$ cat src/rgbbox_pkg.sv
// Shared types and constants for the RGB 3x3 weighted box filter.
// No dependencies; used by every module of the block.
package rgbbox_pkg;

  // Pixel layout: three 8-bit channels, red in the top byte
  localparam int unsigned NCH    = 3;
  localparam int unsigned CH_W   = 8;
  localparam int unsigned CH_RED = 2;
  localparam int unsigned CH_GRN = 1;
  localparam int unsigned CH_BLU = 0;

  // Sum of ten 8-bit terms (centre counted twice)
  localparam int unsigned SUM_W   = 12;
  localparam int unsigned SUM_MAX = 2550;

  // Configuration registers
  localparam int unsigned WREG_W     = 12;
  localparam int unsigned HREG_W     = 13;
  localparam int unsigned WIDTH_RST  = 640;
  localparam int unsigned HEIGHT_RST = 480;
  localparam int unsigned MAX_HEIGHT = 4096;
  localparam int unsigned PADDR_W    = 3;
  localparam int unsigned PDATA_W    = 32;

  // Stream position and result counting
  localparam int unsigned ROW_W     = 13;
  localparam int unsigned ROW_LIMIT = 8191;
  localparam int unsigned CNT_W     = 23;
  localparam int unsigned PROD_W    = WREG_W + HREG_W;

  // Default line store depth
  localparam int unsigned MAX_WIDTH_DEF = 2048;

  // Register index, taken from paddr[2]
  typedef enum logic [0:0] {
    REG_IMAGE_WIDTH  = 1'b0,
    REG_IMAGE_HEIGHT = 1'b1
  } cfg_reg_e;

  typedef logic [NCH-1:0][CH_W-1:0] pix_t;

  // One window column: top, middle and bottom row of the neighbourhood
  typedef struct packed {
    pix_t top;
    pix_t mid;
    pix_t bot;
  } col_t;

  // Window control from the datapath
  typedef struct packed {
    logic shift;      // an item passes through the window
    logic col_start;  // item opens a row: right edge of the old row is zero
    logic clear;      // stream restart
  } win_ctrl_t;

  typedef logic [NCH-1:0][SUM_W-1:0] sums_t;

endpackage

$ cat src/rgbbox_window.sv
// 3x3 window over the pixel stream and the weighted per-channel sums.
// Depends on rgbbox_pkg for column, control and sum types.
module rgbbox_window (
  input  logic                  clk_i,
  input  logic                  rst_ni,
  input  rgbbox_pkg::win_ctrl_t ctrl_i,
  input  rgbbox_pkg::col_t      col_i,
  output rgbbox_pkg::sums_t     sums_o
);

  // Only the two older columns are kept; the newest comes in on col_i
  rgbbox_pkg::col_t left_q, centre_q;
  rgbbox_pkg::col_t right;

  // a row start sees a zero right edge
  assign right = ctrl_i.col_start ? '0 : col_i;

  // weight 1 on the neighbours, 2 on the centre
  always_comb begin
    for (int ch = 0; ch < rgbbox_pkg::NCH; ch++) begin
      sums_o[ch] = rgbbox_pkg::SUM_W'(left_q.top[ch])
                 + rgbbox_pkg::SUM_W'(left_q.mid[ch])
                 + rgbbox_pkg::SUM_W'(left_q.bot[ch])
                 + rgbbox_pkg::SUM_W'(centre_q.top[ch])
                 + (rgbbox_pkg::SUM_W'(centre_q.mid[ch]) << 1)
                 + rgbbox_pkg::SUM_W'(centre_q.bot[ch])
                 + rgbbox_pkg::SUM_W'(right.top[ch])
                 + rgbbox_pkg::SUM_W'(right.mid[ch])
                 + rgbbox_pkg::SUM_W'(right.bot[ch]);
    end
  end

  // shift; at a row start the window restarts with the new column only
  always_ff @(posedge clk_i or negedge rst_ni) begin
    if (!rst_ni) begin
      left_q   <= '0;
      centre_q <= '0;
    end else if (ctrl_i.clear) begin
      left_q   <= '0;
      centre_q <= '0;
    end else if (ctrl_i.shift) begin
      left_q   <= ctrl_i.col_start ? '0 : centre_q;
      centre_q <= col_i;
    end
  end

endmodule

$ cat config.mk
export PLATFORM = sky130hd
export DESIGN_NAME = rgbbox_window
export DESIGN_NICKNAME = d
export VERILOG_FILES = /design/src/rgbbox_pkg.sv /design/src/rgbbox_window.sv
export SDC_FILE = /design/constraint.sdc
export NUM_CORES = 1
export LEC_CHECK = 0
export BUFFER_PORTS_ARGS = -buffer_cell sky130_fd_sc_hd__buf_2
export CAP_MARGIN = 20
export CELL_PAD_IN_SITES_DETAIL_PLACEMENT = 0
export CELL_PAD_IN_SITES_GLOBAL_PLACEMENT = 1
export CORE_MARGIN = 3
export CORE_UTILIZATION = 45
export CTS_BUF_LIST = sky130_fd_sc_hd__clkbuf_4
export DETAILED_ROUTE_END_ITERATION = 8
export GPL_TIMING_DRIVEN = 0
export PLACE_DENSITY_LB_ADDON = 0.1
export RECOVER_POWER = 25
export SETUP_SLACK_MARGIN = 0.15
export SYNTH_ARGS = -nofsm -noshare
export SYNTH_HDL_FRONTEND = slang
export SYNTH_SLANG_ARGS = --single-unit
$ cat constraint.sdc
create_clock -name clk_i -period 6.05 [get_ports clk_i]
set_clock_uncertainty 0.1 [all_clocks]
set_input_delay 1.21 -clock clk_i [delete_from_list [all_inputs] [get_ports clk_i]]
set_output_delay 1.21 -clock clk_i [all_outputs]
set_load 0.005 [all_outputs]
After elaboration in Yosys (flattened, before gate mapping):

Index checks and enable logic that the tools add are counted.

* register bits: 144
* output and inout bits: 36
* word-level logic and storage cells: 49

* reduce and logical (&&, ||, !) cells: 1
* multiplexer cells: 6
* $add $sub $neg: 24

Operators with widths (number)
* 72-bit 2-to-1 mux: 6
* 12-bit by 8-bit adder with 12-bit output: 12
* 11-bit by 9-bit adder with 12-bit output: 3
* 10-bit by 8-bit adder with 11-bit output: 3
* 9-bit by 8-bit adder with 10-bit output: 3
* 8-bit by 8-bit adder with 9-bit output: 3
* 2-bit nonzero test: 1

Longest topological paths before layout:

Gate-level depths: netlist of run 1.

* depth in word-level cells: 8
* mapped depth: 18
* depth with buffers taken out: 16

Worst setup path after synthesis of run 1:

Ideal clock, no wire load.

* kind: in2out
* from: input port ctrl_i[1] in the netlist's numbering
* to: output port sums_o[22] in the netlist's numbering
* required time: 4740 ps
* data arrival time: 5112 ps
* stages: 18
* buffers on the path: 2
* slack: -372 ps
* path through: buf_2 > clkbuf_1 > nand2b_1 > fa_1 > inv_1 > fa_1 > fa_1 > inv_1 > fa_1 > inv_1 > ha_1 > inv_1 > fa_1 > nor2b_4 > o2111ai_2 > nand3_1 > o41a_1 > xor2_1

RTL lines
* from (decl): RTL line rgbbox_window.sv:6 `input rgbbox_pkg::win_ctrl_t ctrl_i,`
* to (decl): RTL line rgbbox_window.sv:8 `output rgbbox_pkg::sums_t sums_o`

==> results.md, run 1 <==
- Outcome: finished with violations
- Failing checks: capacitance limit, slew limit, setup timing
- Final #Nets: 1498
- Ys Warns: 0
- Post-DRT Antenna Nets: 0
- RePlAce Congestion: ~0.77
- Pre-CTS WS: -0.860 ns
- Detail Placement HPWL: 20900 um
- Core Area: between 20000 and 25000 um2
- Cell count after synthesis: 1061
- Fill count: roughly 2200
- Max-cap violations: 2
- First-pass GRT wire length: between 40000 and 50000 um
- Crit-path leading delay family: adder cells
- Dominant cell type by area after synthesis: dfrtp_1
- Hold crit path type: register to register
- Routed WL: about 28000 um
- Net Count, Synth: 1342
- Most used standard cell by instance count after synthesis: inv_1
- Slowest CP cell: fa_1
- Crit path kind: input pin to output port
- DR WL/cell: 18.0 um
- Post-synthesis async set-or-reset flop share: 100%
- Area of the multi-input gates: 7020 um2
- Worst path cell trace: buf_16 > clkbuf_16 > nand2b_4 > fa_1 > inv_2 > fa_1 > fa_1 > inv_1 > fa_1 > inv_2 > ha_4 > inv_2 > fa_2 > nor2b_4 > o2111ai_2 > nand3_2 > o41a_1 > xor2_1 > buf_2
- Synth top area share: 31.7%
- Vias in the first global route: 8091
- Initial core utilization: 46.3%
- Final Hold Viols: 0
- Clock Sinks: 144
- Most common library cells after synthesis: inv_1 (285), fa_1 (162), dfrtp_1 (144)
- Final worst slack: -0.454 ns
- Required time worst endpoint: around 4.7 ns
- Worst Max-Slew Pin Slew: 2.98 ns
- DR DRC count: 0
- Hold_buf cts: 0
- Worst skew pair latency: between 0.5 and 0.6 ns
- RSZ-0062 raised after global routing: yes
- Initial antenna violation count: 3
- GR Overflow Total: 0
- #FFs+latches synth: between 100 and 150
- Fmax: between 150 and 200 MHz
- Vias/cell: 4.89
- Port Buffers: 111
- CTS tree: yes
- Largest net degree at the start of global routing: between 90 and 100
- Post-layout min period: 6.50 ns
- Inserted Clock Buffers: 17
- Via count: 7627
- Main synth FF type: dfrtp_1
- Distinct cell type count after synthesis: 41
- Final Cycle Share: 107%
- Setup violations, final: 19
- Setup TNS: -4.65 ns
- Die extent in x: between 150 and 200 um
- DR pass1 iterations: 5
- Clock Path Buffers: 2
- I/O pins: 113
- Die area: approximately 27000 um2
- Pwr Density: 280 nW/um2
- Crit path top cell by count: fa_1
- Die Y: between 150 and 200 um
- CP arrival: slightly above 5 ns
- Root buffer cell: clkbuf_4
- DRT iter0 DRCs: 355
- Clk slew on worst S/H paths: ~0.12 ns
- Slew headroom: -98.7%
- Sequential share of the synthesized area: 31.7%
- Top post-synthesis cells by area: dfrtp_1 (32%), fa_1 (29%), inv_1 (9.4%)
- EDFF count, synth: 0
- Worst setup EP type: output port
- Buffer and inverter count on the worst path: 7
- Leak: around 0.007 uW
- Final Slew Violations: 147
- Htree depth: 4
- Worst Path Max Fanout: 8
- Setup crit start kind: input pin
- Finished Core Util: between 50 and 60%
- Placed cells: 1497
- Peak VDD IR: about 340 uV
- CP peak stage delay: 0.54 ns
- Share of layout cells above drive strength 1: 23.2%
- Row count: 57
- Area growth, synth to finish: 19.6%
- Synth Cell Area: 11400 um2
- Overall Global Routing Usage: 22.3%
- Syn Area/Cell: 10.7 um2
- Reg area: about 3600 um2
- Non-filler cells, final: 1559
==> final cells by class <==
class,instances,area share [%]
Antenna cell,5,0.0921
Buffer,39,2.61
Clock buffer,18,0.995
Clock inverter,14,1.34
Inverter,285,7.87
Multi-Input combinational cell,593,51.7
Sequential cell,144,26.5
Tap cell,324,2.98
Timing Repair Buffer,137,5.90
==> registers in the layout (all words and copies together), names as in the netlist <==
signal,count
centre_q,72
left_q,72
==> layout by cell type, fill, tap and decap left out, types with 3 or more instances in the layout <==
| master | instances |
|---|---|
| a211oi_4 | 3 |
| o21a_1 | 5 |
| a21oi_1 | 5 |
| dfrtp_1 | 144 |
| xnor2_1 | 13 |
| ha_1 | 25 |
| nand2b_1 | 45 |
| inv_6 | 3 |
| clkinv_4 | 4 |
| nand2b_4 | 22 |
| clkbuf_8 | 3 |
| clkbuf_16 | 6 |
| a21oi_2 | 5 |
| nor2_2 | 3 |
| mux2i_1 | 72 |
| fa_2 | 8 |
| nor2_1 | 86 |
| buf_4 | 25 |
| buf_1 | 3 |
| o21ai_1 | 4 |
| ha_4 | 17 |
| clkinvlp_4 | 4 |
| buf_6 | 3 |
| fa_1 | 154 |
| nor2b_1 | 8 |
| clkbuf_1 | 7 |
| diode_2 | 5 |
| inv_2 | 13 |
| a22o_1 | 72 |
| buf_2 | 125 |
| inv_1 | 272 |
| xor2_1 | 3 |
| nand2_1 | 6 |
| clkbuf_4 | 18 |
| bufinv_16 | 3 |
==> final timing paths <==
check | startpoint | to | slack [ns] | cells past startpoint
worst min-delay path | left_q[54] | left_q[54] | 0.42 | 1
worst max-delay path | ctrl_i[1] | sums_o[22] | -0.45 | 19
min in group asynchronous | rst_ni | centre_q[13] | 1.51 | 1
max in group asynchronous | rst_ni | left_q[5] | 0.80 | 2
worst min register to register | left_q[54] | left_q[54] | 0.42 | 1
worst max register to register | centre_q[26] | centre_q[26] | 5.14 | 2
==> where the power goes <==
part / internal (uW) / switching [uW] / leakage, uW
clock: 297 / 401 / 0.000156
sequential: 999 / 38.4 / 0.00195
combinational: 1040 / 1030 / 0.00506
total: 2330 / 1470 / 0.00717
==> through the flow <==
step,hold slack [ns],cell area [um2],power (uW)
6_report,0.421,13600,3800
5_1_grt,0.430,13600,4140
4_1_cts,0.426,13500,3730
3_5_place_dp,0.391,12500,2720
3_3_place_gp,0.388,12500,2710
2_1_floorplan,0.373,11500,2200
==> routing by layer <==
layer / global-route usage (%) / part of all wire [%] / up-vias
li1: - / - / 3549
met4: 5.38 / 1.6 / 0
met5: 0 / 0 / -
met2: 34.2 / 45 / 153
met1: 32.9 / 48 / 3902
met3: 4.34 / 4.6 / 23
==> timing repair <==
action,in CTS,in global routing
setup buffers,17,5
gates cloned,3,0
gates resized for setup,72,21
setup endpoints to repair,27,27
pin swaps,48,24
==> logic make-up after synthesis <==
kind of cell | after synthesis | synth area share, %
DFF | 144 | 31.7
buffers and inverters | 324 | 11.1
AOI/OAI and AO/OA | 117 | 8.29
xor gates and xnor gates | 18 | 1.39
muxes | 72 | 6.34
adders and majority gates | 204 | 33.2
and+or+nand+nor | 182 | 7.98
Power figures use the tool's default switching activity.
==> inputs of run 2 (changes only) <==
Settings changed: GPL_TIMING_DRIVEN 0 to unset, RECOVER_POWER 25 to 50.
==> run 2 against run 1 <==
The run still ends with capacitance limit, slew limit, setup timing left. Register-to-register slack lost 0.10 ns. Utilization up 0.66 points. Clock power down 2%. Flip-flop and latch count did not move. Worst setup slack gained 0.035 ns. Final cell count rose by 1.8%. Non-clock buffer count rose by 31. Wire length fell by 15%. Sequential power barely moved. Maximum frequency up 0.54%. Via count fell by 1.3%. Total power increased by 0.81%. Critical path type unchanged. Critical endpoint unchanged.
==> results.md, run 2 (synthesized netlist as in run 1, its figures left out) <==
- DR DRC count: 0
- Share of layout cells above drive strength 1: 24.6%
- Largest net degree at the start of global routing: 85
- Initial core utilization: 46.3%
- GR Overflow Total: 0
- Clk slew on worst S/H paths: between 0.1 and 0.15 ns
- RePlAce Congestion: 0.761
- Detail Placement HPWL: 16900 um
- Outcome: finished with violations
- Area growth, synth to finish: 21.0%
- Placement Cell Area: around 13000 um2
- Setup violations, final: 23
- Top Registers: centre_q (72), left_q (72)
- WHS: 0.422 ns
- Crit path kind: input pin to output port
- I/O pins: 113
- Vias in the first global route: 8150
- Root buffer cell: clkbuf_4
- Worst R2R Start: centre_q[10]
- Required time worst endpoint: 4.74 ns
- Htree depth: 4
- Leading cell type in the layout, fill and taps excluded: inv_1
- RSZ-0062 raised after global routing: yes
- Pre-CTS WS: -0.511 ns
- Final worst slack: -0.419 ns
- Final #Nets: 1529
- Min-delay src: left_q[15]
- Overall Global Routing Usage: 19.0%
- Worst setup EP type: output port
- Clock Sinks: 144
- Hold crit path type: register to register
- Worst Hold Depth: 1
- First-pass GRT wire length: just over 40000 um
- Hold_buf cts: 0
- Reg-to-Reg End: centre_q[10]
- Failing checks: capacitance limit, slew limit, setup timing
- DR pass1 iterations: 4
- Core Area: about 25000 um2
- Initial antenna violation count: 2
- Fin area: 13700 um2
- Inserted Clock Buffers: 17
- Worst skew pair latency: 0.55 ns
- Worst Path Max Fanout: 6
- Fmax: 155 MHz
- Slew headroom: -215%
- R2R depth: 2
- Die extent in x: 165 um
- Setup crit start kind: input pin
- DR WL/cell: 15.0 um
- Final Slew Violations: roughly 160
- CTS tree: yes
- Peak VDD IR: 269 uV
- Final Hold Viols: 0
- Post-DRT Antenna Nets: 0
- Port Buffers: ~110
- Commonest non-fill, non-tap cells in the layout: inv_1 (277), fa_1 (156), dfrtp_1 (144)
- Vias/cell: 4.74
- Hold EP: left_q[15]
- Via count: 7529
- Worst Max-Slew Pin Slew: roughly 4.7 ns
- DRT iter0 DRCs: 250
- Die Y: 165 um
- Leak: 0.00733 uW
- CP arrival: between 5 and 6 ns
- Die area: 27200 um2
- Post-layout min period: 6.47 ns
- Final Cycle Share: 107%
- Worst R2R Setup Slack: just over 5 ns
- Row count: 57
- Clock Path Buffers: 2
- Routed WL: 23700 um
- Max-cap violations: 2
- Pwr Density: 279 nW/um2
## run 2: changes by cell type in the layout (fill, tap and decap cells not counted), moves of 4 or more
cell,before,now
buf_2,125,108
buf_4,25,84
clkbuf_1,7,3
clkbuf_16,6,0
clkinv_4,4,0
clkinvlp_4,4,0
ha_4,17,13
inv_1,272,277
inv_2,13,8
inv_8,0,6
nand2b_1,45,50
nand2b_4,22,17
## run 2: layout make-up
type,instances,area (um2)
multi-input cells,593,6940
clock buffers,17,128
inverters,285,1070
fillers,2224,10800
clock inverters,15,183
repair buffers,207,1420
well taps,324,405
flip-flops and latches,144,3600
diodes,2,5.00
## run 2: power breakdown
| group | leakage, uW | total (uW) | switching (uW) | internal [uW] |
|---|---|---|---|---|
| Clock | 0.000170 | 681 | 446 | 236 |
| Sequential | 0.00195 | 1030 | 35.5 | 999 |
| Combinational | 0.00521 | 2120 | 1010 | 1100 |
| Total | 0.00733 | 3830 | 1490 | 2340 |
## run 2: per-layer routing
layer | routed length, um | vias up | track usage [%]
met1 | 11400 | 3822 | 26.5
met5 | 7 | - | 0
li1 | - | 3608 | -
met4 | 136 | 2 | 3.09
met3 | 630 | 13 | 3.06
met2 | 11600 | 84 | 32.1
## run 2: stage by stage
stage / TNS, ns / std cells / util (%) / power (uW)
floorplan: -1.19 / 1061 / - / 2200
global placement: -6.49 / 1541 / 52.7 / 2890
detailed placement: -7.22 / 1541 / 52.7 / 2900
CTS: -6.56 / 1583 / 55.4 / 3750
global route: -18.58 / 1587 / 56.0 / 4200
finish: -5.69 / 1587 / 56.0 / 3830
## run 2: how the worst max path moves through the flow
| stage | endpoint | start | cells after the start | slack, ns |
|---|---|---|---|---|
| final | sums_o[22] | ctrl_i[1] | 19 | -0.42 |
| after floorplan | sums_o[22] | ctrl_i[1] | 18 | -0.22 |
| after detailed placement | sums_o[35] | ctrl_i[1] | 16 | -0.51 |
| after global routing | sums_o[22] | ctrl_i[1] | 19 | -0.60 |
| after CTS | sums_o[35] | ctrl_i[1] | 17 | -0.45 |
| after global placement | sums_o[35] | ctrl_i[1] | 16 | -0.46 |
## run 2: what timing repair did
action,CTS,global route
cloned,4,0
endpoints found under the setup margin,27,27
pin swaps,35,32
setup buffers,6,2
gates resized for setup,37,29
## run 2: worst max-delay path, stage by stage
cell and delay, ns:
buf_12 0.14, buf_12 0.14, nand2b_4 0.13, fa_1 0.53
inv_1 0.05, fa_1 0.45, fa_1 0.51, inv_1 0.05
fa_1 0.47, inv_1 0.04, ha_2 0.17, inv_2 0.05
fa_2 0.22, nor2b_4 0.05, o2111ai_2 0.17, nand3_2 0.09
o41a_1 0.39, xor2_1 0.17, buf_2 0.13
==> inputs of run 3 (changes only) <==
Settings changed: CORE_ASPECT_RATIO set to 0.6.
==> run 3 against run 2 <==
The flow still finishes with violations (capacitance limit, slew limit, setup timing). Critical path type unchanged. Largest cell class unchanged. Critical endpoint unchanged. Flip-flop and latch count stayed put. Non-clock buffer count is 7 higher. Via count is 0.20% lower. Utilization is 1.5 points higher. First-iteration DRC count is 22% higher. Worst setup slack better by 0.025 ns. Total power is 7.2% higher. Combinational power is 9.9% higher. Global-route usage is 1.2 points higher. Clock power is 9.4% higher. Hold slack worse by 0.0057 ns. Critical path depth stayed put.
==> results.md, run 3 (synthesized netlist as in run 1, its figures left out) <==
- GR Overflow Total: 0
- Pre-CTS WS: -0.624 ns
- Core Area: 24500 um2
- Worst Hold Depth: 1
- Finished Core Util: 57.5%
- Via count: 7514
- Vias in the first global route: 7933
- Top Registers: centre_q (72), left_q (72)
- Combinational fraction of design power: 56.7%
- Post-DRT Antenna Nets: 0
- R2R depth: 2
- Die extent in x: around 210 um
- Crit path top cell by count: fa_1
- DR WL/cell: 16.1 um
- Outcome: finished with violations
- Worst skew pair latency: about 0.58 ns
- Final Cycle Share: 107%
- Hold crit path type: register to register
- Leak: 0.00748 uW
- CP peak stage delay: 0.52 ns
- Worst path cell trace: buf_16 > buf_12 > nand2b_4 > fa_1 > inv_1 > fa_1 > fa_1 > inv_1 > fa_1 > inv_1 > ha_2 > inv_2 > fa_2 > nor2b_4 > o2111ai_2 > nand3_2 > o41a_1 > xor2_1 > buf_2
- CTS tree: yes
- Instance count on the critical path: 19
- Row count: 44
- Peak VDD IR: 265 uV
- DRT iter0 DRCs: between 300 and 400
- Setup violations, final: 22
- Max-cap violations: 3
- I/O pins: approximately 110
- Final #Nets: 1536
- Crit-path leading delay family: adder cells
- Clock Sinks: 144
- Port Buffers: 112
- Leading cell type in the layout, fill and taps excluded: inv_1
- Final Hold Viols: 0
- Buffer and inverter count on the worst path: 7
- Area growth, synth to finish: 24.1%
- Inserted Clock Buffers: 17
- Required time worst endpoint: 4.74 ns
- # diodes: 0
- Final Slew Violations: about 220
- Detail Placement HPWL: approximately 19000 um
- Post-layout min period: 6.44 ns
- Switching Share: between 30% and 40%
- Slew headroom: -160%
- CP arrival: ~5 ns
- Setup crit start kind: input pin
- P_int: between 2000 and 3000 uW
- Clk slew on worst S/H paths: about 0.12 ns
- Initial core utilization: 46.4%
- Final worst slack: -0.394 ns
- RePlAce Congestion: 0.805
- Commonest non-fill, non-tap cells in the layout: inv_1 (265), fa_1 (154), dfrtp_1 (144)
- Sw power: between 1500 and 2000 uW
- Worst Path Max Fanout: 6
- Die area: between 20000 and 30000 um2
- Vias/cell: 4.73
- Fmax: roughly 160 MHz
- Overall Global Routing Usage: 20.2%
- First-pass GRT wire length: ~43000 um
- Crit path kind: input pin to output port
- Die Y: around 130 um
- Worst Max-Slew Pin Slew: 3.90 ns
- Routed WL: around 26000 um
- Seq pwr share: about a quarter
- Worst setup EP type: output port
- Largest net degree at the start of global routing: 101
- Htree depth: 4
- Pwr Density: 291 nW/um2
- Clk pwr share: 18.1%
- RSZ-0062 raised after global routing: yes
- Initial antenna violation count: 0
- Slowest CP cell: fa_1
- Failing checks: capacitance limit, slew limit, setup timing
- Clock Path Buffers: 2
- Share of layout cells above drive strength 1: around 28%
- DR DRC count: 0
- DR pass1 iterations: 4
- Root buffer cell: clkbuf_4
- Fill count: 2174
[run 3: layout make-up]
class / count / area (um2) / share of cell area [%]
Timing Repair Buffer: 214 / 1560 / 11.1
Tap cell: 322 / 403 / 2.86
Clock buffer: 21 / 158 / 1.12
Multi-Input combinational cell: 593 / 7110 / 50.5
Sequential cell: 144 / 3600 / 25.6
Inverter: 285 / 1070 / 7.62
Clock inverter: 11 / 188 / 1.33
[run 3: final timing paths]
check	slack, ns	start	end
min in group asynchronous	1.28	rst_ni	left_q[39]
worst max-delay path	-0.39	ctrl_i[1]	sums_o[22]
max in group asynchronous	1.22	rst_ni	centre_q[28]
worst min register to register	0.42	left_q[44]	left_q[44]
worst min-delay path	0.42	left_q[44]	left_q[44]
worst max register to register	5.01	centre_q[12]	centre_q[12]
[run 3: routing by layer]
| metal | track usage, % | up-vias | share of wire (%) |
|---|---|---|---|
| met4 | 2.79 | 0 | 0.46 |
| met3 | 4.57 | 12 | 3.7 |
| met1 | 32.8 | 3763 | 54 |
| li1 | - | 3632 | - |
| met5 | 0 | - | 0 |
| met2 | 28.2 | 107 | 41 |
[run 3: power by group through the flow]
stage	clock [uW]	combinational, uW	sequential (uW)
5_1_grt	813	2610	1040
6_report	745	2330	1040
4_1_cts	765	2230	1040
3_3_place_gp	0	1870	1050
2_1_floorplan	0	1160	1040
3_5_place_dp	0	1880	1050
[run 3: repair_timing]
item,CTS,global route
hold buffers,0,0
setup buffers,9,3
pin swaps,67,43
endpoints found under the setup margin,27,27
cloned,6,0
gates resized for setup,89,27
[run 3: per-stage QoR]
step	instances	power (uW)	TNS [ns]	hold WS [ns]	instance area [um2]
after floorplan	1061	2200	-1.19	0.373	11500
after global placement	1540	2920	-7.30	0.389	12900
after detailed placement	1540	2940	-8.45	0.391	12900
after CTS	1587	4040	-5.88	0.422	14000
after global routing	1590	4470	-8.58	0.432	14100
final	1590	4110	-5.18	0.416	14100
